[src/rtl/tah_pkg.sv]
// tah_pkg: shared types and constants for the time-at-level histogram.
// Holds the port payload structs, command and register codes, and the
// front-to-back operation record. No dependencies.
`timescale 1ns / 1ps

package tah_pkg;

  localparam int TIME_W    = 48;
  localparam int RAW_W     = 16;
  localparam int GAIN_W    = 24;
  localparam int SEC_W     = 32;
  localparam int ADDR_W    = 8;
  localparam int CMD_W     = 2;
  localparam int IDX_IN_W  = 5;
  localparam int CFG_IDX_W = 2;

  localparam logic [CMD_W-1:0] CMD_SAMPLE = 2'd0;
  localparam logic [CMD_W-1:0] CMD_END    = 2'd1;
  localparam logic [CMD_W-1:0] CMD_READ   = 2'd2;
  localparam logic [CMD_W-1:0] CMD_CLEAR  = 2'd3;

  localparam logic [CFG_IDX_W-1:0] REG_WINDOW_START = 2'd0;
  localparam logic [CFG_IDX_W-1:0] REG_WINDOW_END   = 2'd1;
  localparam logic [CFG_IDX_W-1:0] REG_GAIN         = 2'd2;

  localparam logic [TIME_W-1:0] WINDOW_END_RESET = 48'hFFFF_FFFF_FFFF;
  localparam logic [GAIN_W-1:0] GAIN_RESET       = 24'h01_0000;

  // spans of 1000 * 2^32 ms or more saturate the seconds count
  localparam logic [TIME_W-1:0] SAT_MS = 48'd4294967296000;
  // ceil(2^52 / 1000): exact ms to s quotient for spans below 2^42
  localparam logic [42:0] SEC_RECIP = 43'd4503599627371;
  localparam int SEC_SHIFT = 52;

  typedef enum logic [1:0] {
    OP_ADD,
    OP_READ,
    OP_READ_OOB,
    OP_CLEAR
  } op_kind_t;

  typedef struct packed {
    op_kind_t          kind;
    logic [ADDR_W-1:0] addr;
    logic [SEC_W-1:0]  secs;
  } op_t;

  typedef struct packed {
    logic [CMD_W-1:0]        command;
    logic [TIME_W-1:0]       sample_time;
    logic signed [RAW_W-1:0] sample_raw;
    logic [IDX_IN_W-1:0]     bin_index;
  } in_item_t;

  typedef struct packed {
    logic [SEC_W-1:0] bin_seconds;
    logic [SEC_W-1:0] longest_seconds;
  } out_item_t;

endpackage

[src/rtl/tah_queue.sv]
// tah_queue: short register FIFO of bin operations between front and back.
// Depends on tah_pkg.
`timescale 1ns / 1ps

module tah_queue
  import tah_pkg::*;
#(
  parameter int DEPTH = 4
) (
  input  logic clk,
  input  logic rst_n,
  input  logic push_valid,
  input  op_t  push_data,
  output logic full,
  input  logic pop_req,
  output logic empty,
  output op_t  head
);

  localparam int PTR_W = (DEPTH > 1) ? $clog2(DEPTH) : 1;
  localparam int CNT_W = $clog2(DEPTH + 1);

  op_t              slot_r [DEPTH];
  logic [PTR_W-1:0] wr_ptr_r, rd_ptr_r;
  logic [CNT_W-1:0] count_r;
  logic             do_push, do_pop;

  assign full    = count_r == CNT_W'(DEPTH);
  assign empty   = count_r == '0;
  assign do_push = push_valid && !full;
  assign do_pop  = pop_req && !empty;
  assign head    = slot_r[rd_ptr_r];

  always_ff @(posedge clk) begin
    if (!rst_n) begin
      wr_ptr_r <= '0;
      rd_ptr_r <= '0;
      count_r  <= '0;
    end else begin
      if (do_push) begin
        wr_ptr_r <= (wr_ptr_r == PTR_W'(DEPTH - 1)) ? '0 : wr_ptr_r + 1'b1;
      end
      if (do_pop) begin
        rd_ptr_r <= (rd_ptr_r == PTR_W'(DEPTH - 1)) ? '0 : rd_ptr_r + 1'b1;
      end
      if (do_push && !do_pop) begin
        count_r <= count_r + 1'b1;
      end else if (do_pop && !do_push) begin
        count_r <= count_r - 1'b1;
      end
    end
  end

  always_ff @(posedge clk) begin
    if (do_push) begin
      slot_r[wr_ptr_r] <= push_data;
    end
  end

`ifndef SYNTHESIS
  a_count_bound: assert property (@(posedge clk) disable iff (!rst_n)
    count_r <= CNT_W'(DEPTH))
    else $error("queue count beyond depth");

  a_push_grows: assert property (@(posedge clk) disable iff (!rst_n)
    (do_push && !do_pop) |=> (count_r == $past(count_r) + 1'b1))
    else $error("queue count lost a transaction");
`endif

endmodule

[config.mk]
export PLATFORM = sky130hd
export DESIGN_NAME = tah_queue
export DESIGN_NICKNAME = d
export VERILOG_FILES = /design/src/rtl/tah_pkg.sv /design/src/rtl/tah_queue.sv
export SDC_FILE = /design/constraint.sdc
export NUM_CORES = 1
export LEC_CHECK = 0
export BUFFER_PORTS_ARGS = -buffer_cell sky130_fd_sc_hd__buf_2
export CAP_MARGIN = 20
export CORE_UTILIZATION = 51
export DETAILED_ROUTE_END_ITERATION = 12
export PLACE_DENSITY = 0.84
export SLEW_MARGIN = 20
export SYNTH_ARGS = -nofsm -noshare
export SYNTH_HDL_FRONTEND = slang
export SYNTH_SLANG_ARGS = --single-unit
[constraint.sdc]
create_clock -name clk -period 2.1 [get_ports clk]
set_input_delay 0.21 -clock clk [delete_from_list [all_inputs] [get_ports clk]]
set_output_delay 0.21 -clock clk [all_outputs]
set_load 0.1 [all_outputs]
==> run_results.csv <==
group,metric,value,unit
critical_path,critPathCaptureType,"output port",
route,drt-total-wl,11.3,mm
cts,root_buffer,"clkbuf_16",
logic_synthesis,synth_ff_type,"edfxtp_1",
critical_path,worstPathCellList,"buf_12 > mux4_2 > clkbuf_4",
flow_run,cap_violations,0,
power,peakVddDrop,0.00112,V
die,die_h,116,um
logic_synthesis,synth_top_area_cell,"edfxtp_1",
critical_path,critPathBufInv,2,
logic_synthesis,synthesis.area,6590,um2
sta,holdWs,0.00874,ns
route,vias_per_cell,5.20,
logic_synthesis,synthTopCellsByCount,"edfxtp_1 (168), mux4_2 (40), dfxtp_1 (9)",
critical_path,startpoint_type,"flip-flop",
sta,fmaxAchievable,490,MHz
cts,cts_tree,"built",
logic_synthesis,yosys_warnings,0,
global_routing,grt_max_degree,43,
place,post-dp-hpwl,6.44,mm
critical_path,cp_max_fo,13,
global_routing,grt_pass1_wl,17.4,mm
logic_synthesis,ys_types,25,
route,wire_per_inst,18.9,um
power,power.density,1540,nW/um2
logic_synthesis,synth-edff-count,168,
logic_synthesis,ys_seq_area_share,79.2,%
cts,clk_pin_slew,0.07,ns
worst_hold_path,hold_class,"in2reg",
die,die-area,13400,um2
cts,ctsLongestPathBuffers,2,
critical_path,crit_family,"multiplexers",
die,num_rows,41,
layout,final_layout_size_suffix_gt1_share,44.4,%
cts,htreeDepth,4,
cts,cts_sinks,177,
sta,hold_violations,0,
global_routing,grt_use_total,18.5,%
critical_path,arrival,1.83,ns
sta,clock_skew,0.00969,ns
logic_synthesis,synth_nets,324,
die,initial_core_util,52.3,%
outcome,status,"complete, no violations",
layout,diodes,0,
critical_path,cp.required,1.89,ns
sta,rsz0062_at_grt,"yes",
layout,final_nets,466,
global_routing,antenna_found_initial,0,
place,dp_slack,0.0716,ns
logic_synthesis,synth_top_area_share,76.5,%
place,gp_congestion,0.702,
place,io_buffers,89,
global_routing,grt_pass1_vias,3249,
logic_synthesis,ys_ff_latch,177,
layout,final.fill_count,820,
route,drt_pass1_iterations,4,
logic_synthesis,async_reset_ff_share,0,%
route,vias,3107,
die,die_x,116,um
logic_synthesis,syn-mean-instance-area,24.3,um2
sta,setup_ws,0.0593,ns
critical_path,crit_type,"reg2out",
layout,multi_input_area,1270,um2
sta,post-route-period-util,97.2,%
layout,regArea,5240,um2
route,antenna_left,0,
sta,tightest_slew,0.493,ns
critical_path,critical_path.max_stage_delay,0.50,ns
sta,slew_headroom,67.4,%
power,power_leakage,0.00295,uW
sta,final_max_slew_viol_count,0,
die,core-area,12600,um2
sta,fin_setup_tns,0,ns
cts,numCtsBuffers,17,
route,drc,0,
cts,insertion_delay,0.43,ns
sta,setup_viol,0,
layout,area_delta_synth_final,29.4,%
global_routing,overflow,0,
critical_path,cp_slowest_cell,"mux4_2",
logic_synthesis,synthCells,271,
die,num_io_pins,90,
logic_synthesis,synth.area.top_cells,"edfxtp_1 (77%), mux4_2 (14%), dfxtp_1 (2.7%)",
route,initialDrtViolationCount,193,
sta,fin_crit,2.04,ns
logic_synthesis,synth.most_common_cell,"edfxtp_1",
-- stage by stage --
stage | std cells | total power [uW] | instance area (um2) | utilization, %
after global placement | 533 | 9340 | 7380 | 58.5
final | 598 | 13200 | 8530 | 67.6
after global routing | 598 | 13600 | 8530 | 67.6
after floorplan | 271 | 8680 | 6640 | -
after CTS | 598 | 13100 | 8480 | 67.2
after detailed placement | 533 | 9410 | 7380 | 58.5
-- layout make-up --
cell class / count / share of cell area [%]
multi-input combinational: 79 / 14.9
sequential: 177 / 61.4
timing repair buffer: 135 / 13.5
clock buffer: 22 / 5.44
tap: 172 / 2.52
inverter: 3 / 0.132
clock inverter: 10 / 2.13
-- placed cells by master, fill, tap and decap left out, types with 3 or more instances in the layout --
master	n
buf_2	50
buf_6	15
dfxtp_2	3
buf_4	27
ha_1	5
clkbuf_4	3
buf_12	9
and2_2	3
clkbuf_16	17
nand2_1	6
mux4_2	40
clkinv_2	3
mux2i_1	3
dlygate4sd3_1	30
dfxtp_1	4
clkbuf_1	3
bufinv_16	5
o21ai_0	3
edfxtp_1	168
-- what timing repair did --
action / CTS / global route
cloned: 1 / 0
hold buffers: 30 / 0
endpoints found under the hold margin: 117 / 0
setup endpoints to repair: 35 / 19
gates resized for setup: 37 / 30
buffers inserted: 2 / 0
-- per-layer routing --
| metal | up-vias | global-route usage, % | wire [um] |
|---|---|---|---|
| met4 | 0 | 7.69 | 176 |
| met5 | - | 0 | 0 |
| li1 | 1422 | - | - |
| met3 | 15 | 4.71 | 404 |
| met2 | 77 | 29.5 | 5670 |
| met1 | 1593 | 24.6 | 5040 |
-- report_power, final --
| part | internal (uW) | total [uW] | switching [uW] |
|---|---|---|---|
| logic | 1510 | 5290 | 3780 |
| registers | 4310 | 4460 | 155 |
| clock network | 2170 | 3400 | 1230 |
| total | 7990 | 13200 | 5160 |
-- logic make-up after synthesis --
group	count (synthesis)	share of synthesized area, %
DFF	177	79.2
muxes	45	14.9
buffers and inverters	15	2.05
AOI/OAI and AO/OA	5	0.455
and+or+nand+nor	20	1.63
adders and majority gates	7	1.44
xor gates and xnor gates	2	0.266
-- registers in the layout, indices dropped and copies added, names as in the netlist, named ones only --
register	count
slot_r	168
count_r	3
rd_ptr_r	2
wr_ptr_r	2
-- final timing paths --
check                           cells past startpoint                 endpoint               startpoint  slack [ns]
worst min-delay path                                1  slot_r[0][27]$_DFFE_PP_            push_data[27]       0.009
worst min register to register                      2  count_r[2]$_SDFFE_PN0P_  count_r[2]$_SDFFE_PN0P_        0.52
worst max-delay path                                3                 head[15]                flip-flop        0.06
worst max register to register                      8  count_r[2]$_SDFFE_PN0P_  count_r[1]$_SDFFE_PN0P_        0.08
Power figures use the tool's default switching activity.
