$ cat config.mk
export PLATFORM = sky130hd
export DESIGN_NAME = tah_front
export DESIGN_NICKNAME = d
export VERILOG_FILES = /design/src/rtl/tah_pkg.sv /design/src/rtl/tah_front.sv
export SDC_FILE = /design/constraint.sdc
export NUM_CORES = 2
export LEC_CHECK = 0
export BUFFER_PORTS_ARGS = -buffer_cell sky130_fd_sc_hd__buf_2
export CAP_MARGIN = 5
export CORE_MARGIN = 4
export CORE_UTILIZATION = 60
export CTS_CLUSTER_SIZE = 8
export DETAILED_ROUTE_END_ITERATION = 16
export GPL_ROUTABILITY_DRIVEN = 0
export PLACE_DENSITY = 0.75
export SYNTH_ARGS = -nofsm -noshare
export SYNTH_HDL_FRONTEND = slang
export SYNTH_SLANG_ARGS = --single-unit
$ cat constraint.sdc
create_clock -name clk -period 18.5 [get_ports clk]
set_input_delay 0.925 -clock clk [delete_from_list [all_inputs] [get_ports clk]]
set_output_delay 0.925 -clock clk [all_outputs]
set_load 0.005 [all_outputs]
$ cat src/rtl/tah_pkg.sv
// tah_pkg: shared types and constants for the time-at-level histogram.
// Holds the port payload structs, command and register codes, and the
// front-to-back operation record. No dependencies.
`timescale 1ns / 1ps

package tah_pkg;

  localparam int TIME_W    = 48;
  localparam int RAW_W     = 16;
  localparam int GAIN_W    = 24;
  localparam int SEC_W     = 32;
  localparam int ADDR_W    = 8;
  localparam int CMD_W     = 2;
  localparam int IDX_IN_W  = 5;
  localparam int CFG_IDX_W = 2;

  localparam logic [CMD_W-1:0] CMD_SAMPLE = 2'd0;
  localparam logic [CMD_W-1:0] CMD_END    = 2'd1;
  localparam logic [CMD_W-1:0] CMD_READ   = 2'd2;
  localparam logic [CMD_W-1:0] CMD_CLEAR  = 2'd3;

  localparam logic [CFG_IDX_W-1:0] REG_WINDOW_START = 2'd0;
  localparam logic [CFG_IDX_W-1:0] REG_WINDOW_END   = 2'd1;
  localparam logic [CFG_IDX_W-1:0] REG_GAIN         = 2'd2;

  localparam logic [TIME_W-1:0] WINDOW_END_RESET = 48'hFFFF_FFFF_FFFF;
  localparam logic [GAIN_W-1:0] GAIN_RESET       = 24'h01_0000;

  // spans of 1000 * 2^32 ms or more saturate the seconds count
  localparam logic [TIME_W-1:0] SAT_MS = 48'd4294967296000;
  // ceil(2^52 / 1000): exact ms to s quotient for spans below 2^42
  localparam logic [42:0] SEC_RECIP = 43'd4503599627371;
  localparam int SEC_SHIFT = 52;

  typedef enum logic [1:0] {
    OP_ADD,
    OP_READ,
    OP_READ_OOB,
    OP_CLEAR
  } op_kind_t;

  typedef struct packed {
    op_kind_t          kind;
    logic [ADDR_W-1:0] addr;
    logic [SEC_W-1:0]  secs;
  } op_t;

  typedef struct packed {
    logic [CMD_W-1:0]        command;
    logic [TIME_W-1:0]       sample_time;
    logic signed [RAW_W-1:0] sample_raw;
    logic [IDX_IN_W-1:0]     bin_index;
  } in_item_t;

  typedef struct packed {
    logic [SEC_W-1:0] bin_seconds;
    logic [SEC_W-1:0] longest_seconds;
  } out_item_t;

endpackage

$ cat src/rtl/tah_front.sv
// tah_front: accepts input transactions, tracks the open run and turns
// level changes into bin operations (clip, ms to s, level to bin).
// Depends on tah_pkg.
`timescale 1ns / 1ps

module tah_front
  import tah_pkg::*;
#(
  parameter int MAX_LEVEL = 30,
  parameter int BIN_COUNT = 32
) (
  input  logic              clk,
  input  logic              rst_n,
  input  logic              in_valid,
  output logic              in_stall,
  input  in_item_t          in_data,
  input  logic [TIME_W-1:0] window_start,
  input  logic [TIME_W-1:0] window_end,
  input  logic [GAIN_W-1:0] gain_q16,
  output logic              op_valid,
  output op_t               op_data,
  input  logic              op_full
);

  logic front_adv;
  logic accept;

  // run state
  logic [TIME_W-1:0]       run_start_r, run_start_nxt;
  logic signed [RAW_W-1:0] run_raw_r, run_raw_nxt;
  logic                    have_r, have_nxt;
  logic                    past_r, past_nxt;

  // stage 1: clipped span
  logic                    s1_valid_r, s1_valid_nxt;
  op_kind_t                s1_kind_r, s1_kind_nxt;
  logic [ADDR_W-1:0]       s1_addr_r;
  logic [TIME_W-1:0]       s1_lo_r, s1_hi_r;
  logic signed [RAW_W-1:0] s1_raw_r;
  logic [TIME_W-1:0]       lo, hi;

  // stage 2: duration and level product
  logic                    s2_valid_r, s2_valid_nxt;
  op_kind_t                s2_kind_r;
  logic [ADDR_W-1:0]       s2_addr_r;
  logic [TIME_W-1:0]       s2_diff_r;
  logic signed [39:0]      s2_prod_r, prod_nxt;
  logic [TIME_W:0]         diff_wide;

  // stage 3: partial products of the seconds quotient
  logic                    s3_valid_r, s3_valid_nxt;
  op_kind_t                s3_kind_r;
  logic [ADDR_W-1:0]       s3_addr_r, s3_addr_nxt;
  logic                    s3_sat_r;
  logic [42:0]             pp_hh_r, pp_lh_r;
  logic [41:0]             pp_hl_r, pp_ll_r;
  logic [20:0]             x_hi, x_lo;
  logic [23:0]             bin;
  logic                    bin_ok;

  logic [43:0]             pp_mid;
  logic [84:0]             quot_sum;
  logic [SEC_W-1:0]        secs;

  assign front_adv = !s3_valid_r || !op_full;
  assign in_stall  = !front_adv;
  assign accept    = in_valid && front_adv;

  assign lo = (run_start_r > window_start) ? run_start_r : window_start;
  assign hi = (in_data.sample_time < window_end) ? in_data.sample_time : window_end;

  always_comb begin
    run_start_nxt = run_start_r;
    run_raw_nxt   = run_raw_r;
    have_nxt      = have_r;
    past_nxt      = past_r;
    s1_valid_nxt  = 1'b0;
    s1_kind_nxt   = OP_ADD;
    if (accept) begin
      unique case (in_data.command)
        CMD_SAMPLE: begin
          if (!past_r) begin
            if (in_data.sample_time < window_start) begin
              run_start_nxt = in_data.sample_time;
              run_raw_nxt   = in_data.sample_raw;
              have_nxt      = 1'b1;
            end else begin
              if (have_r && run_raw_r != in_data.sample_raw) begin
                s1_valid_nxt = 1'b1;
              end
              if (!have_r || run_raw_r != in_data.sample_raw) begin
                run_start_nxt = in_data.sample_time;
              end
              run_raw_nxt = in_data.sample_raw;
              have_nxt    = 1'b1;
              if (in_data.sample_time > window_end) begin
                past_nxt = 1'b1;
              end
            end
          end
        end
        CMD_END: begin
          if (have_r && run_start_r < window_end) begin
            s1_valid_nxt = 1'b1;
          end
          run_start_nxt = '0;
          run_raw_nxt   = '0;
          have_nxt      = 1'b0;
          past_nxt      = 1'b0;
        end
        CMD_READ: begin
          s1_valid_nxt = 1'b1;
          s1_kind_nxt  = (in_data.bin_index < BIN_COUNT) ? OP_READ : OP_READ_OOB;
        end
        CMD_CLEAR: begin
          s1_valid_nxt = 1'b1;
          s1_kind_nxt  = OP_CLEAR;
        end
      endcase
    end
  end

  assign diff_wide    = {1'b0, s1_hi_r} - {1'b0, s1_lo_r};
  assign s2_valid_nxt = s1_valid_r && !(s1_kind_r == OP_ADD && diff_wide[TIME_W]);
  assign prod_nxt     = $signed(s1_raw_r) * $signed({1'b0, gain_q16});

  assign x_hi   = s2_diff_r[41:21];
  assign x_lo   = s2_diff_r[20:0];
  assign bin    = s2_prod_r[39:16];
  assign bin_ok = !s2_prod_r[39] && (bin <= MAX_LEVEL) && (bin < BIN_COUNT);
  assign s3_valid_nxt = s2_valid_r && !(s2_kind_r == OP_ADD && !bin_ok);
  assign s3_addr_nxt  = (s2_kind_r == OP_ADD) ? bin[ADDR_W-1:0] : s2_addr_r;

  assign pp_mid   = {2'b0, pp_hl_r} + {1'b0, pp_lh_r};
  assign quot_sum = {pp_hh_r, 42'd0} + {20'd0, pp_mid, 21'd0} + {43'd0, pp_ll_r};
  assign secs     = s3_sat_r ? '1 : quot_sum[SEC_SHIFT +: SEC_W];

  assign op_valid     = s3_valid_r;
  assign op_data.kind = s3_kind_r;
  assign op_data.addr = s3_addr_r;
  assign op_data.secs = secs;

  always_ff @(posedge clk) begin
    if (!rst_n) begin
      run_start_r <= '0;
      run_raw_r   <= '0;
      have_r      <= 1'b0;
      past_r      <= 1'b0;
      s1_valid_r  <= 1'b0;
      s2_valid_r  <= 1'b0;
      s3_valid_r  <= 1'b0;
    end else begin
      run_start_r <= run_start_nxt;
      run_raw_r   <= run_raw_nxt;
      have_r      <= have_nxt;
      past_r      <= past_nxt;
      if (front_adv) begin
        s1_valid_r <= s1_valid_nxt;
        s2_valid_r <= s2_valid_nxt;
        s3_valid_r <= s3_valid_nxt;
      end
    end
  end

  always_ff @(posedge clk) begin
    if (front_adv) begin
      s1_kind_r <= s1_kind_nxt;
      s1_addr_r <= {{(ADDR_W - IDX_IN_W){1'b0}}, in_data.bin_index};
      s1_lo_r   <= lo;
      s1_hi_r   <= hi;
      s1_raw_r  <= run_raw_r;
      s2_kind_r <= s1_kind_r;
      s2_addr_r <= s1_addr_r;
      s2_diff_r <= diff_wide[TIME_W-1:0];
      s2_prod_r <= prod_nxt;
      s3_kind_r <= s2_kind_r;
      s3_addr_r <= s3_addr_nxt;
      s3_sat_r  <= s2_diff_r >= SAT_MS;
      pp_hh_r   <= x_hi * SEC_RECIP[42:21];
      pp_hl_r   <= x_hi * SEC_RECIP[20:0];
      pp_lh_r   <= x_lo * SEC_RECIP[42:21];
      pp_ll_r   <= x_lo * SEC_RECIP[20:0];
    end
  end

`ifndef SYNTHESIS
  a_past_needs_run: assert property (@(posedge clk) disable iff (!rst_n)
    past_r |-> have_r)
    else $error("window passed with no open run");

  a_end_closes_run: assert property (@(posedge clk) disable iff (!rst_n)
    (accept && in_data.command == CMD_END) |=> (!have_r && !past_r))
    else $error("end of list left the run open");
`endif

endmodule

==> metrics.txt <==
#FFs+latches synth=423; TritonCTS Buffers=61; CTS Buffer Depth=3; first-pass GRT wire length=290000 um; layout cells sized above 1=under 10%; TritonCTS clock tree=built; Worst R2R End=pp_ll_r[28]; Final nets=roughly 9.4k; CP endpoint=pp_ll_r[28]; core area=112500 sq um; crit path launch=s2_diff_r[6]; Seq/Total Area, Yosys=17.67%; endpoints failing hold=0; Via density=between 5 and 6; R2R Setup Slk=10.04 ns; Reg2Reg Launch Point=s2_diff_r[6]; most common cell in the netlist=inv_1; synthesized instance count=6877; H-tree lvl count=2; Worst Path Required=18.89 ns; routed wire length=183200 um; CTS hold repair buffers=0; yosys warns=0; CP max FO=9; post-CTS setup buffers=0; WL/cell=21.24 um; R2R cell count=23; global route total overflow=0; final setup vio count=0; status=completed; critical path capture point type=flip-flop; Post-synth EDFFs=354; ys async rst share=0%; mean post-synth cell area=9.885 sq um; Pre-Repair DR Iteration Count=6; synth cell count leaders=inv_1 (1633), ha_1 (1250), fa_1 (860); Root Driver=clkbuf_16; TNS Setup=0 ns; vias in the first global route=52.07k; Worst-Skew Late Latency=around 0.7 ns; port buffer count=238; Worst setup SP type=flip-flop; initial antenna violation count=16; Ports=239; max incr delay on CP=about 0.8 ns; most frequent CP cell=fa_1; register area=12010 sq um; CP max stage cell=a211oi_1; post-route ant nets=0; multi-input logic area=49410 sq um; HP Class=in -> reg; dominant synthesized flop cell=edfxtp_1; Post-Syn Area=67980 sq um; DIE HEIGHT=between 300 and 400 um; FILL cells=between 8k and 9k; clk sinks=423; Detailed Route Iter0 Violations=4052; CP Class=reg -> reg; Achievable Freq=118.3 MHz; syn_nets=9182; Worst-path clk slew=0.06 ns; number of max-cap violations=0; Vias=50.12k; num rows=123; Die Area=about 120000 sq um; initial cell density of the core=just over 60%; worst path cell trace=inv_1 > ha_1 > inv_1 > fa_1 > fa_1 > inv_1 > fa_1 > inv_1 > fa_1 > fa_1 > fa_1 > inv_1 > ha_1 > a21o_1 > a21o_1 > a211oi_1 > o41ai_1 > a21oi_1 > o21bai_1 > a21oi_2 > o22ai_1 > o41ai_2 > xnor2_1; Final Cell Area=approximately 73000 sq um; Worst Clk Skew=0.07590 ns; DRC errors left=0; Synth top area share=around 25%; WHS=0.4069 ns; Layout area overhead=6.775%; Unique masters post-synth=slightly above 90; largest net degree at the start of global routing=177; RSZ-0062 raised after global routing=false; placed cell areas=70760 sq um; Tot GR Track Use=31.51%; area leader, netlist=fa_1; max-slew violation count=0; WP data arrival=8.84 ns; final period utilization=between 40 and 50%; Slew @ Worst Pin=1.137 ns; chip width=between 300 and 400 um; leading post-synthesis cells by cell area=fa_1 (25%), ha_1 (23%), edfxtp_1 (16%), inv_1 (9.0%), a21o_1 (2.8%); slew margin rel.=24.23%; fin crit period=about 8.5 ns; Detail Placement HPWL=roughly 150000 um; CTS resizes=0
cell usage in the layout, fill, tap and decap left out, types with 11 or more instances in the layout:
cell type	netlist	final
a211oi_1	23	23
a21o_1	255	255
a21oi_1	305	305
a22o_1	47	47
a22oi_1	19	19
a31oi_1	22	22
and2_1	178	178
and3_1	34	34
and4_1	14	14
buf_2	4	238
buf_4	0	16
clkbuf_1	100	32
clkbuf_16	0	61
dfxtp_1	69	69
edfxtp_1	354	354
fa_1	860	860
ha_1	1250	1250
inv_1	1633	1633
mux2_2	100	100
nand2_1	358	357
nand2b_1	75	75
nand3_1	61	61
nand4_1	86	86
nor2_1	197	196
nor2b_1	60	59
nor3_1	47	46
nor4_1	20	20
o211ai_1	11	11
o21a_1	36	36
o21ai_0	156	156
o21bai_1	41	41
xnor2_1	172	172
xor2_1	99	99
sequential cells by signal (all words and copies together) (netlist names), 8 cells and up:
signal and cells:
run_raw_r 16, pp_ll_r 21, s1_hi_r 48, s3_addr_r 8, pp_hl_r 39, pp_lh_r 43, s1_lo_r 48, pp_hh_r 42
s2_diff_r 48, s2_prod_r 24, run_start_r 48, s1_raw_r 16
per-layer routing:
| layer | track usage [%] | up-vias | part of all wire, % |
|---|---|---|---|
| li1 | - | 22960 | - |
| met5 | 0 | - | 0.063 |
| met3 | 7.987 | 527 | 11 |
| met1 | 43.15 | 24240 | 41 |
| met4 | 13.44 | 16 | 5.1 |
| met2 | 47.82 | 2373 | 43 |
critical path: cells and delay by family, from the launching register on:
family	cells	cell delay, ns
buffers and inverters	5	0.55
xor gates and xnor gates	1	0.11
DFF	1	0.69
AOI/OAI and AO/OA	9	2.86
adders and majority gates	8	3.98
worst min path at each step:
stage,from,endpoint,slack [ns],depth (start not counted)
final,in_data[0],s1_addr_r[0],0.41,1
after global routing,in_data[1],s1_addr_r[1],0.39,1
after CTS,in_data[0],s1_addr_r[0],0.36,1
after detailed placement,s1_addr_r[4],s2_addr_r[4],0.41,0
after global placement,s1_addr_r[0],s2_addr_r[0],0.40,0
after floorplan,s1_addr_r[0],s2_addr_r[0],0.40,0
area by class of cell:
| cell class | count | area share (%) |
|---|---|---|
| clock buffer | 94 | 2.287 |
| inverter | 1633 | 8.445 |
| clock inverter | 8 | 0.1948 |
| timing repair buffer | 255 | 1.834 |
| sequential | 423 | 16.55 |
| tap | 1500 | 2.586 |
| multi-input combinational | 4706 | 68.08 |
| antenna | 8 | 0.02758 |
cells by family (layout without fill, tap and decap cells):
| logic type | after synthesis | in the layout | synth area share, % |
|---|---|---|---|
| buf+inv | 1748 | 1990 | 9.681 |
| fa+ha+maj | 2110 | 2110 | 48.33 |
| other cells | 0 | 8 | 0 |
| simple gates | 1165 | 1165 | 8.638 |
| mux | 107 | 107 | 1.760 |
| flops | 423 | 423 | 17.67 |
| xor+xnor | 271 | 271 | 3.492 |
| compound gates | 1053 | 1053 | 10.43 |
through the flow:
| step | util [%] | instances | setup WS (ns) |
|---|---|---|---|
| global route | 64.51 | 8623 | 9.624 |
| CTS | 64.50 | 8619 | 10.16 |
| floorplan | - | 6877 | 7.631 |
| finish | 64.52 | 8627 | 10.04 |
| global placement | 62.90 | 8517 | 10.58 |
| detailed placement | 62.90 | 8517 | 10.44 |
Power is left out: the tool's default activity adds up to more than one toggle a clock period on the data nets, which glitch-free logic cannot reach.
