### config.mk
export PLATFORM = sky130hd
export DESIGN_NAME = tah_back
export DESIGN_NICKNAME = d
export VERILOG_FILES = /design/src/rtl/tah_pkg.sv /design/src/rtl/tah_ram.sv /design/src/rtl/tah_back.sv
export SDC_FILE = /design/constraint.sdc
export NUM_CORES = 1
export LEC_CHECK = 0
export BUFFER_PORTS_ARGS = -buffer_cell sky130_fd_sc_hd__buf_2
export CAP_MARGIN = 0
export CORE_MARGIN = 2
export CORE_UTILIZATION = 55
export CTS_BUF_LIST = sky130_fd_sc_hd__clkbuf_8
export CTS_CLUSTER_DIAMETER = 80
export CTS_CLUSTER_SIZE = 8
export DETAILED_ROUTE_END_ITERATION = 8
export PLACE_DENSITY = 0.76
export SLEW_MARGIN = 20
export SYNTH_ARGS = -nofsm -noshare
export SYNTH_HDL_FRONTEND = slang
export SYNTH_HIERARCHICAL = 1
export SYNTH_SLANG_ARGS = --single-unit
### constraint.sdc
create_clock -name clk -period 8.8 [get_ports clk]
set_input_delay 0.88 -clock clk [delete_from_list [all_inputs] [get_ports clk]]
set_output_delay 0.88 -clock clk [all_outputs]
set_load 0.01 [all_outputs]
### src/rtl/tah_pkg.sv
// tah_pkg: shared types and constants for the time-at-level histogram.
// Holds the port payload structs, command and register codes, and the
// front-to-back operation record. No dependencies.
`timescale 1ns / 1ps

package tah_pkg;

  localparam int TIME_W    = 48;
  localparam int RAW_W     = 16;
  localparam int GAIN_W    = 24;
  localparam int SEC_W     = 32;
  localparam int ADDR_W    = 8;
  localparam int CMD_W     = 2;
  localparam int IDX_IN_W  = 5;
  localparam int CFG_IDX_W = 2;

  localparam logic [CMD_W-1:0] CMD_SAMPLE = 2'd0;
  localparam logic [CMD_W-1:0] CMD_END    = 2'd1;
  localparam logic [CMD_W-1:0] CMD_READ   = 2'd2;
  localparam logic [CMD_W-1:0] CMD_CLEAR  = 2'd3;

  localparam logic [CFG_IDX_W-1:0] REG_WINDOW_START = 2'd0;
  localparam logic [CFG_IDX_W-1:0] REG_WINDOW_END   = 2'd1;
  localparam logic [CFG_IDX_W-1:0] REG_GAIN         = 2'd2;

  localparam logic [TIME_W-1:0] WINDOW_END_RESET = 48'hFFFF_FFFF_FFFF;
  localparam logic [GAIN_W-1:0] GAIN_RESET       = 24'h01_0000;

  // spans of 1000 * 2^32 ms or more saturate the seconds count
  localparam logic [TIME_W-1:0] SAT_MS = 48'd4294967296000;
  // ceil(2^52 / 1000): exact ms to s quotient for spans below 2^42
  localparam logic [42:0] SEC_RECIP = 43'd4503599627371;
  localparam int SEC_SHIFT = 52;

  typedef enum logic [1:0] {
    OP_ADD,
    OP_READ,
    OP_READ_OOB,
    OP_CLEAR
  } op_kind_t;

  typedef struct packed {
    op_kind_t          kind;
    logic [ADDR_W-1:0] addr;
    logic [SEC_W-1:0]  secs;
  } op_t;

  typedef struct packed {
    logic [CMD_W-1:0]        command;
    logic [TIME_W-1:0]       sample_time;
    logic signed [RAW_W-1:0] sample_raw;
    logic [IDX_IN_W-1:0]     bin_index;
  } in_item_t;

  typedef struct packed {
    logic [SEC_W-1:0] bin_seconds;
    logic [SEC_W-1:0] longest_seconds;
  } out_item_t;

endpackage

### src/rtl/tah_ram.sv
// tah_ram: generic single-write, single-read RAM with registered read data.
// Read returns the old contents on a same-address write. No dependencies.
`timescale 1ns / 1ps

module tah_ram #(
  parameter int WIDTH = 32,
  parameter int DEPTH = 32
) (
  input  logic                                  clk,
  input  logic                                  we,
  input  logic [((DEPTH > 1) ? $clog2(DEPTH) : 1)-1:0] waddr,
  input  logic [WIDTH-1:0]                      wdata,
  input  logic                                  re,
  input  logic [((DEPTH > 1) ? $clog2(DEPTH) : 1)-1:0] raddr,
  output logic [WIDTH-1:0]                      rdata
);

  logic [WIDTH-1:0] mem [DEPTH];
  logic [WIDTH-1:0] rdata_r;

  always_ff @(posedge clk) begin
    if (we) begin
      mem[waddr] <= wdata;
    end
    if (re) begin
      rdata_r <= mem[raddr];
    end
  end

  assign rdata = rdata_r;

endmodule

### src/rtl/tah_back.sv
// tah_back: applies bin operations to the bin store, tracks the largest
// total and holds the result register. Depends on tah_pkg and tah_ram.
`timescale 1ns / 1ps

module tah_back
  import tah_pkg::*;
#(
  parameter int BIN_COUNT = 32
) (
  input  logic      clk,
  input  logic      rst_n,
  input  logic      q_empty,
  input  op_t       q_head,
  output logic      q_pop,
  output logic      out_valid,
  input  logic      out_stall,
  output out_item_t out_data
);

  localparam int IDX_W = (BIN_COUNT > 1) ? $clog2(BIN_COUNT) : 1;

  logic                 back_adv;
  logic                 b2_valid_r;
  op_t                  b2_op_r;
  logic [IDX_W-1:0]     b_addr;
  logic                 is_add, is_read, is_clear;
  logic [SEC_W-1:0]     rdata, cur_total, new_total;
  logic [SEC_W:0]       sum_wide;
  logic                 fwd_valid_r;
  logic [IDX_W-1:0]     fwd_addr_r;
  logic [SEC_W-1:0]     fwd_data_r;
  logic [BIN_COUNT-1:0] bin_valid_r;
  logic [SEC_W-1:0]     longest_r;
  logic                 out_valid_r;
  out_item_t            out_data_r;

  assign b_addr   = b2_op_r.addr[IDX_W-1:0];
  assign is_add   = b2_valid_r && b2_op_r.kind == OP_ADD;
  assign is_clear = b2_valid_r && b2_op_r.kind == OP_CLEAR;
  assign is_read  = b2_valid_r && (b2_op_r.kind == OP_READ || b2_op_r.kind == OP_READ_OOB);
  assign back_adv = !(is_read && out_valid_r && out_stall);
  assign q_pop    = back_adv;

  // last write lands on the same edge as the next read, so bypass it
  assign cur_total = (fwd_valid_r && fwd_addr_r == b_addr) ? fwd_data_r :
                     (bin_valid_r[b_addr] ? rdata : '0);
  assign sum_wide  = {1'b0, cur_total} + {1'b0, b2_op_r.secs};
  assign new_total = sum_wide[SEC_W] ? '1 : sum_wide[SEC_W-1:0];

  tah_ram #(
    .WIDTH (SEC_W),
    .DEPTH (BIN_COUNT)
  ) u_bins (
    .clk   (clk),
    .we    (back_adv && is_add),
    .waddr (b_addr),
    .wdata (new_total),
    .re    (back_adv),
    .raddr (q_head.addr[IDX_W-1:0]),
    .rdata (rdata)
  );

  always_ff @(posedge clk) begin
    if (!rst_n) begin
      b2_valid_r  <= 1'b0;
      fwd_valid_r <= 1'b0;
      bin_valid_r <= '0;
      longest_r   <= '0;
      out_valid_r <= 1'b0;
    end else begin
      if (back_adv && is_read) begin
        out_valid_r <= 1'b1;
      end else if (out_valid_r && !out_stall) begin
        out_valid_r <= 1'b0;
      end
      if (back_adv) begin
        b2_valid_r  <= !q_empty;
        fwd_valid_r <= is_add;
        if (is_add) begin
          bin_valid_r[b_addr] <= 1'b1;
          if (new_total > longest_r) begin
            longest_r <= new_total;
          end
        end
        if (is_clear) begin
          bin_valid_r <= '0;
          longest_r   <= '0;
        end
      end
    end
  end

  always_ff @(posedge clk) begin
    if (back_adv) begin
      b2_op_r    <= q_head;
      fwd_addr_r <= b_addr;
      fwd_data_r <= new_total;
      if (is_read) begin
        out_data_r.bin_seconds     <= (b2_op_r.kind == OP_READ_OOB) ? '0 : cur_total;
        out_data_r.longest_seconds <= longest_r;
      end
    end
  end

  assign out_valid = out_valid_r;
  assign out_data  = out_data_r;

`ifndef SYNTHESIS
  a_clear_empties: assert property (@(posedge clk) disable iff (!rst_n)
    (back_adv && is_clear) |=> (longest_r == '0 && bin_valid_r == '0))
    else $error("clear left bin state behind");
`endif

endmodule
==> run summary <==
The run finished with clean final reports. The horizontal die dimension was 307 um. The final-report setup violation count is 0. The DRC violation count after routing was 0; the vertical extent of the die was 307 um. TritonCTS built the clock tree. The final layout contains routed wiring with a total length of 112,000 um. The design draws 11.1 mW. The run gives 3 as the number of antenna violations at the first check in global routing.

Counting I/O delays and the setup requirement, the final critical path takes 8.45 ns. Clock skew after layout: 0.0388 ns. STA classifies the critical path startpoint as a flop. The proportion of layout cells with a drive suffix above 1 came out at 13.6%.

After floorplanning, the core was sized to cover 91,500 um2. Using the TritonRoute via totals, the vias-per-cell ratio works out to 6.12. Final count of pins violating max slew: 0. The critical-path cell with the highest stage delay was sky130_fd_sc_hd__edfxtp_1. The worst reg2reg path depth was 22.

After the first detailed-routing iteration, the DRC count stood at 2,616. Counting along the longest clock path gives a buffer depth of 3. The tools report the reported max-cap violation count as 0.

Global routing finished with a remaining overflow of 0. Commonest register cell after synthesis: sky130_fd_sc_hd__edfxtp_1. In the post-synthesis netlist, the biggest area contributors are sky130_fd_sc_hd__edfxtp_1 71%, sky130_fd_sc_hd__mux2i_1 10%, sky130_fd_sc_hd__dfxtp_1 2.6%. The hold violation total from the final report came out at 0. Counting every instance in the synthesized netlist gives 3,096. Across all register-to-register paths, the minimum setup slack is 0.35 ns. The via count of the first global-routing pass came out at 27,954. For the pin with the worst max-slew slack, the measured transition is 1.13 ns. In this run, synthesis produced a sequential element count of 1,263. OpenSTA, run right after detailed placement, puts the worst setup slack at 0.124 ns. The arrival time at the worst endpoint came out at 9.16 ns.

The final net count is 3,425. The tightest min-delay check is of the in2reg type. The first detailed-routing pass took 6 iterations. The tools report the count of cells resized by post-cts repair as 0. The critical path goes through mux4_2 > nor3b_1 > o21ai_0 > a41oi_4 > a22o_1 > ha_1 > fa_1 > a21o_1 > a221o_1 > a21o_1 > a31o_1 > a31o_4 > a21oi_4 > buf_4 > nand2_2 > ha_1 > o211ai_1 > a21boi_0 > o41a_1 > o31ai_1 > inv_1 > a22o_1. The depth of the worst hold-timing path is 1, and the worst-case hold slack is 0.213 ns.

The capturing element type of the critical path was a flop. The synthesized design contains 1,196 enable-type register cells. Broken down by cell family, the worst path's largest delay share belongs to compound AO/OA/AOI/OAI gates. The tools report the remaining number of nets flagged by the antenna check after routing as 0. After synthesis, the share of flip-flops with an asynchronous set or reset is 0%. The first global-routing pass estimated 167,000 um of wire.

Counting the buffers created by CTS gives 175. The H-tree was split into 4 levels. The worst hold path begins at q_head[16].

The clock slew seen by the registers of the worst setup and hold paths was 0.07 ns. In this run the tightest slew margin relative to its limit is 24.9%. The sequential area share after synthesis was 73.5%; the mean routed wirelength per cell was 24.6 um. Routability-driven placement finished with a final weighted congestion of 0.839. In this run the cell area of the synthesized design comes to 50,700 um2.

Static timing analysis puts the maximum clock frequency at 0.118 GHz. The run gives 146 as the largest net degree at the start of global routing. The number of port buffers is 108.

IR analysis of the VDD net gives a maximum drop of 0.142 mV. Setup repair after global routing left no endpoint under its margin. The die area is 94,600 um2. The tools report the global routing usage summed across all routing layers as 23.6%. Cell type with the largest total area after synthesis: sky130_fd_sc_hd__edfxtp_1. For hold timing, the worst endpoint is b2_op_r[16]. In this run the mean area of a mapped cell was 16.4 um2.

Once detailed placement completed, the half-perimeter wirelength came to 63,600 um. The post-layout worst setup margin came out at 0.354 ns. For this configuration, the core starts out at a cell density of 55.4%.

The number of fill cells was 6,451. The tools report the end of the worst register-to-register path as longest_r[29]. Layout overhead on the synthesized area: 9.75%. Final clock period utilization by the worst path: 96.0%. The run gives 27,847 as the detailed-route via count. The number of hold buffers added after CTS was 0.

For this design the ratio of total power to cell area is 200 nW/um2. Summed over all failing endpoints, the final setup total negative slack is 0 ns. The critical path contains buffers and inverters numbering 2 combined. The share of Yosys cell area claimed by the top area cell type came out at 70.9%.

The tree is rooted in a sky130_fd_sc_hd__clkbuf_8. The tools report the startpoint of the worst-slack reg-to-reg timing path as b2_op_r[33]. Data on the critical path is required at its endpoint by 9.51 ns.

Clock latency on the worst-skew pair, taken at its later pin, is 0.84 ns. Counting every sink on the clock net gives 1,263. In this run the count of I/O pins placed on the die edge is 112. The largest fanout on the critical path was 35; the largest incremental delay on the critical path was 0.86 ns. In this run the static leakage power is 19.8 nW. By startpoint and endpoint, the worst setup path is classified as reg2reg. The run gives 0 as the post-CTS setup repair buffer count. For this run, the number of Yosys warnings is 6.

When the netlist entered floorplanning its net count stood at 3,210. In this run, distinct cell masters in the synthesized netlist total 61. The number of placement rows came out at 111.
==> flip-flops by register name, indices dropped and copies added (netlist names) <==
signal and flops:
u_bins/mem 1024, out_data 64, b2_op_r 39, bin_valid_r 32, fwd_data_r 32, longest_r 32, u_bins/rdata 32, fwd_addr_r 5
b2_valid_r 1, fwd_valid_r 1, out_valid 1
==> stage by stage <==
| stage | cell area, um2 | utilization, % | std cells |
|---|---|---|---|
| 5_1_grt | 55600 | 60.7 | 4545 |
| 4_1_cts | 55500 | 60.6 | 4533 |
| 6_report | 55600 | 60.7 | 4547 |
| 2_1_floorplan | 50700 | - | 3096 |
| 3_5_place_dp | 52800 | 57.7 | 4310 |
| 3_3_place_gp | 52700 | 57.6 | 4308 |
==> routing by layer <==
layer | track usage (%) | share of wire (%)
met3 | 4.84 | 7.9
met5 | 0 | 0
met2 | 40.2 | 50
met1 | 30.5 | 40
met4 | 7.69 | 2.3
==> layout make-up <==
| cell class | instances | area, um2 | area share [%] |
|---|---|---|---|
| Sequential cell | 1263 | 37300 | 67.0 |
| Multi-Input combinational cell | 1623 | 12600 | 22.7 |
| Clock buffer | 179 | 2460 | 4.43 |
| Tap cell | 1186 | 1480 | 2.67 |
| Timing Repair Buffer | 200 | 1370 | 2.46 |
| Clock inverter | 44 | 223 | 0.401 |
| Inverter | 48 | 183 | 0.329 |
| Antenna cell | 4 | 10.0 | 0.0180 |
==> synth_stat cells (3+ instances only) <==
cell                       number
sky130_fd_sc_hd__buf_6         18
sky130_fd_sc_hd__xnor2_1       18
sky130_fd_sc_hd__buf_4         33
sky130_fd_sc_hd__nand4_1       13
sky130_fd_sc_hd__clkbuf_1      70
sky130_fd_sc_hd__nand2_1      139
sky130_fd_sc_hd__nand3b_1       6
sky130_fd_sc_hd__a31oi_1       42
sky130_fd_sc_hd__nor2b_1       39
sky130_fd_sc_hd__buf_2         32
sky130_fd_sc_hd__and3_1         7
sky130_fd_sc_hd__buf_1          7
sky130_fd_sc_hd__xor2_1        16
sky130_fd_sc_hd__dfxtp_1       67
sky130_fd_sc_hd__o21bai_1       4
sky130_fd_sc_hd__nand2b_1      12
sky130_fd_sc_hd__o21ai_1        3
sky130_fd_sc_hd__a22oi_1       99
sky130_fd_sc_hd__a21oi_1      172
sky130_fd_sc_hd__a211oi_1       5
sky130_fd_sc_hd__a21o_1        17
sky130_fd_sc_hd__nor3_1        42
sky130_fd_sc_hd__or3b_2         3
sky130_fd_sc_hd__a21boi_0       5
sky130_fd_sc_hd__nor3b_1        3
sky130_fd_sc_hd__nand2_2       10
sky130_fd_sc_hd__and2_1         4
sky130_fd_sc_hd__nor2_1        84
sky130_fd_sc_hd__ha_1          67
sky130_fd_sc_hd__inv_1         48
sky130_fd_sc_hd__o211ai_1      10
sky130_fd_sc_hd__edfxtp_1    1196
sky130_fd_sc_hd__mux4_2         8
sky130_fd_sc_hd__a22o_1       125
sky130_fd_sc_hd__mux2i_1      512
sky130_fd_sc_hd__o21ai_0       22
sky130_fd_sc_hd__nand3_1      109
==> cells in the final DEF (no fill, tap or decap), drive strengths merged, types with 2 or more instances in the layout <==
cell type / Yosys / layout
a211oi: 5 / 5
a21boi: 5 / 5
a21o: 17 / 17
a21oi: 173 / 173
a22o: 125 / 125
a22oi: 99 / 99
a31o: 2 / 2
a31oi: 42 / 42
a41oi: 2 / 2
and2: 4 / 4
and3: 7 / 7
and3b: 2 / 2
buf: 90 / 200
clkbuf: 72 / 179
clkinvlp: 0 / 6
dfxtp: 67 / 67
diode: 0 / 4
edfxtp: 1196 / 1196
ha: 67 / 67
inv: 48 / 85
mux2i: 512 / 512
mux4: 8 / 8
nand2: 149 / 149
nand2b: 12 / 12
nand3: 109 / 109
nand3b: 6 / 6
nand4: 13 / 13
nor2: 84 / 84
nor2b: 39 / 39
nor3: 42 / 42
nor3b: 3 / 3
o211ai: 10 / 10
o21ai: 25 / 25
o21bai: 4 / 4
o31ai: 2 / 2
o41ai: 2 / 2
or3b: 3 / 3
xnor2: 18 / 18
xor2: 16 / 16
==> cell families (layout without fill, tap and decap cells) <==
family	count (synthesis)	after routing	synth area share [%]
DFF	1263	1263	73.5
AOI/OAI and AO/OA	521	521	7.02
muxes	521	521	10.5
and+or+nand+nor	479	479	4.50
buffers and inverters	210	471	2.16
adders and majority gates	68	68	1.69
xor gates and xnor gates	34	34	0.588
other	0	4	0
==> worst max-delay path by stage <==
stage,startpoint,to,slack (ns),cells after the start
3_5_place_dp,b2_op_r[32],longest_r[29],0.12,22
3_3_place_gp,b2_op_r[32],longest_r[6],0.27,25
2_1_floorplan,b2_op_r[32],longest_r[19],1.75,27
4_1_cts,b2_op_r[32],longest_r[29],0.09,22
5_1_grt,b2_op_r[33],longest_r[29],0.06,22
6_report,b2_op_r[33],longest_r[29],0.35,22
==> power by group <==
group / total (mW) / switching [mW] / internal, mW
clock: 3.80 / 1.97 / 1.83
sequential: 6.70 / 0.0327 / 6.66
combinational: 0.626 / 0.421 / 0.205
Note: power is estimated with default switching activity, not from simulation.
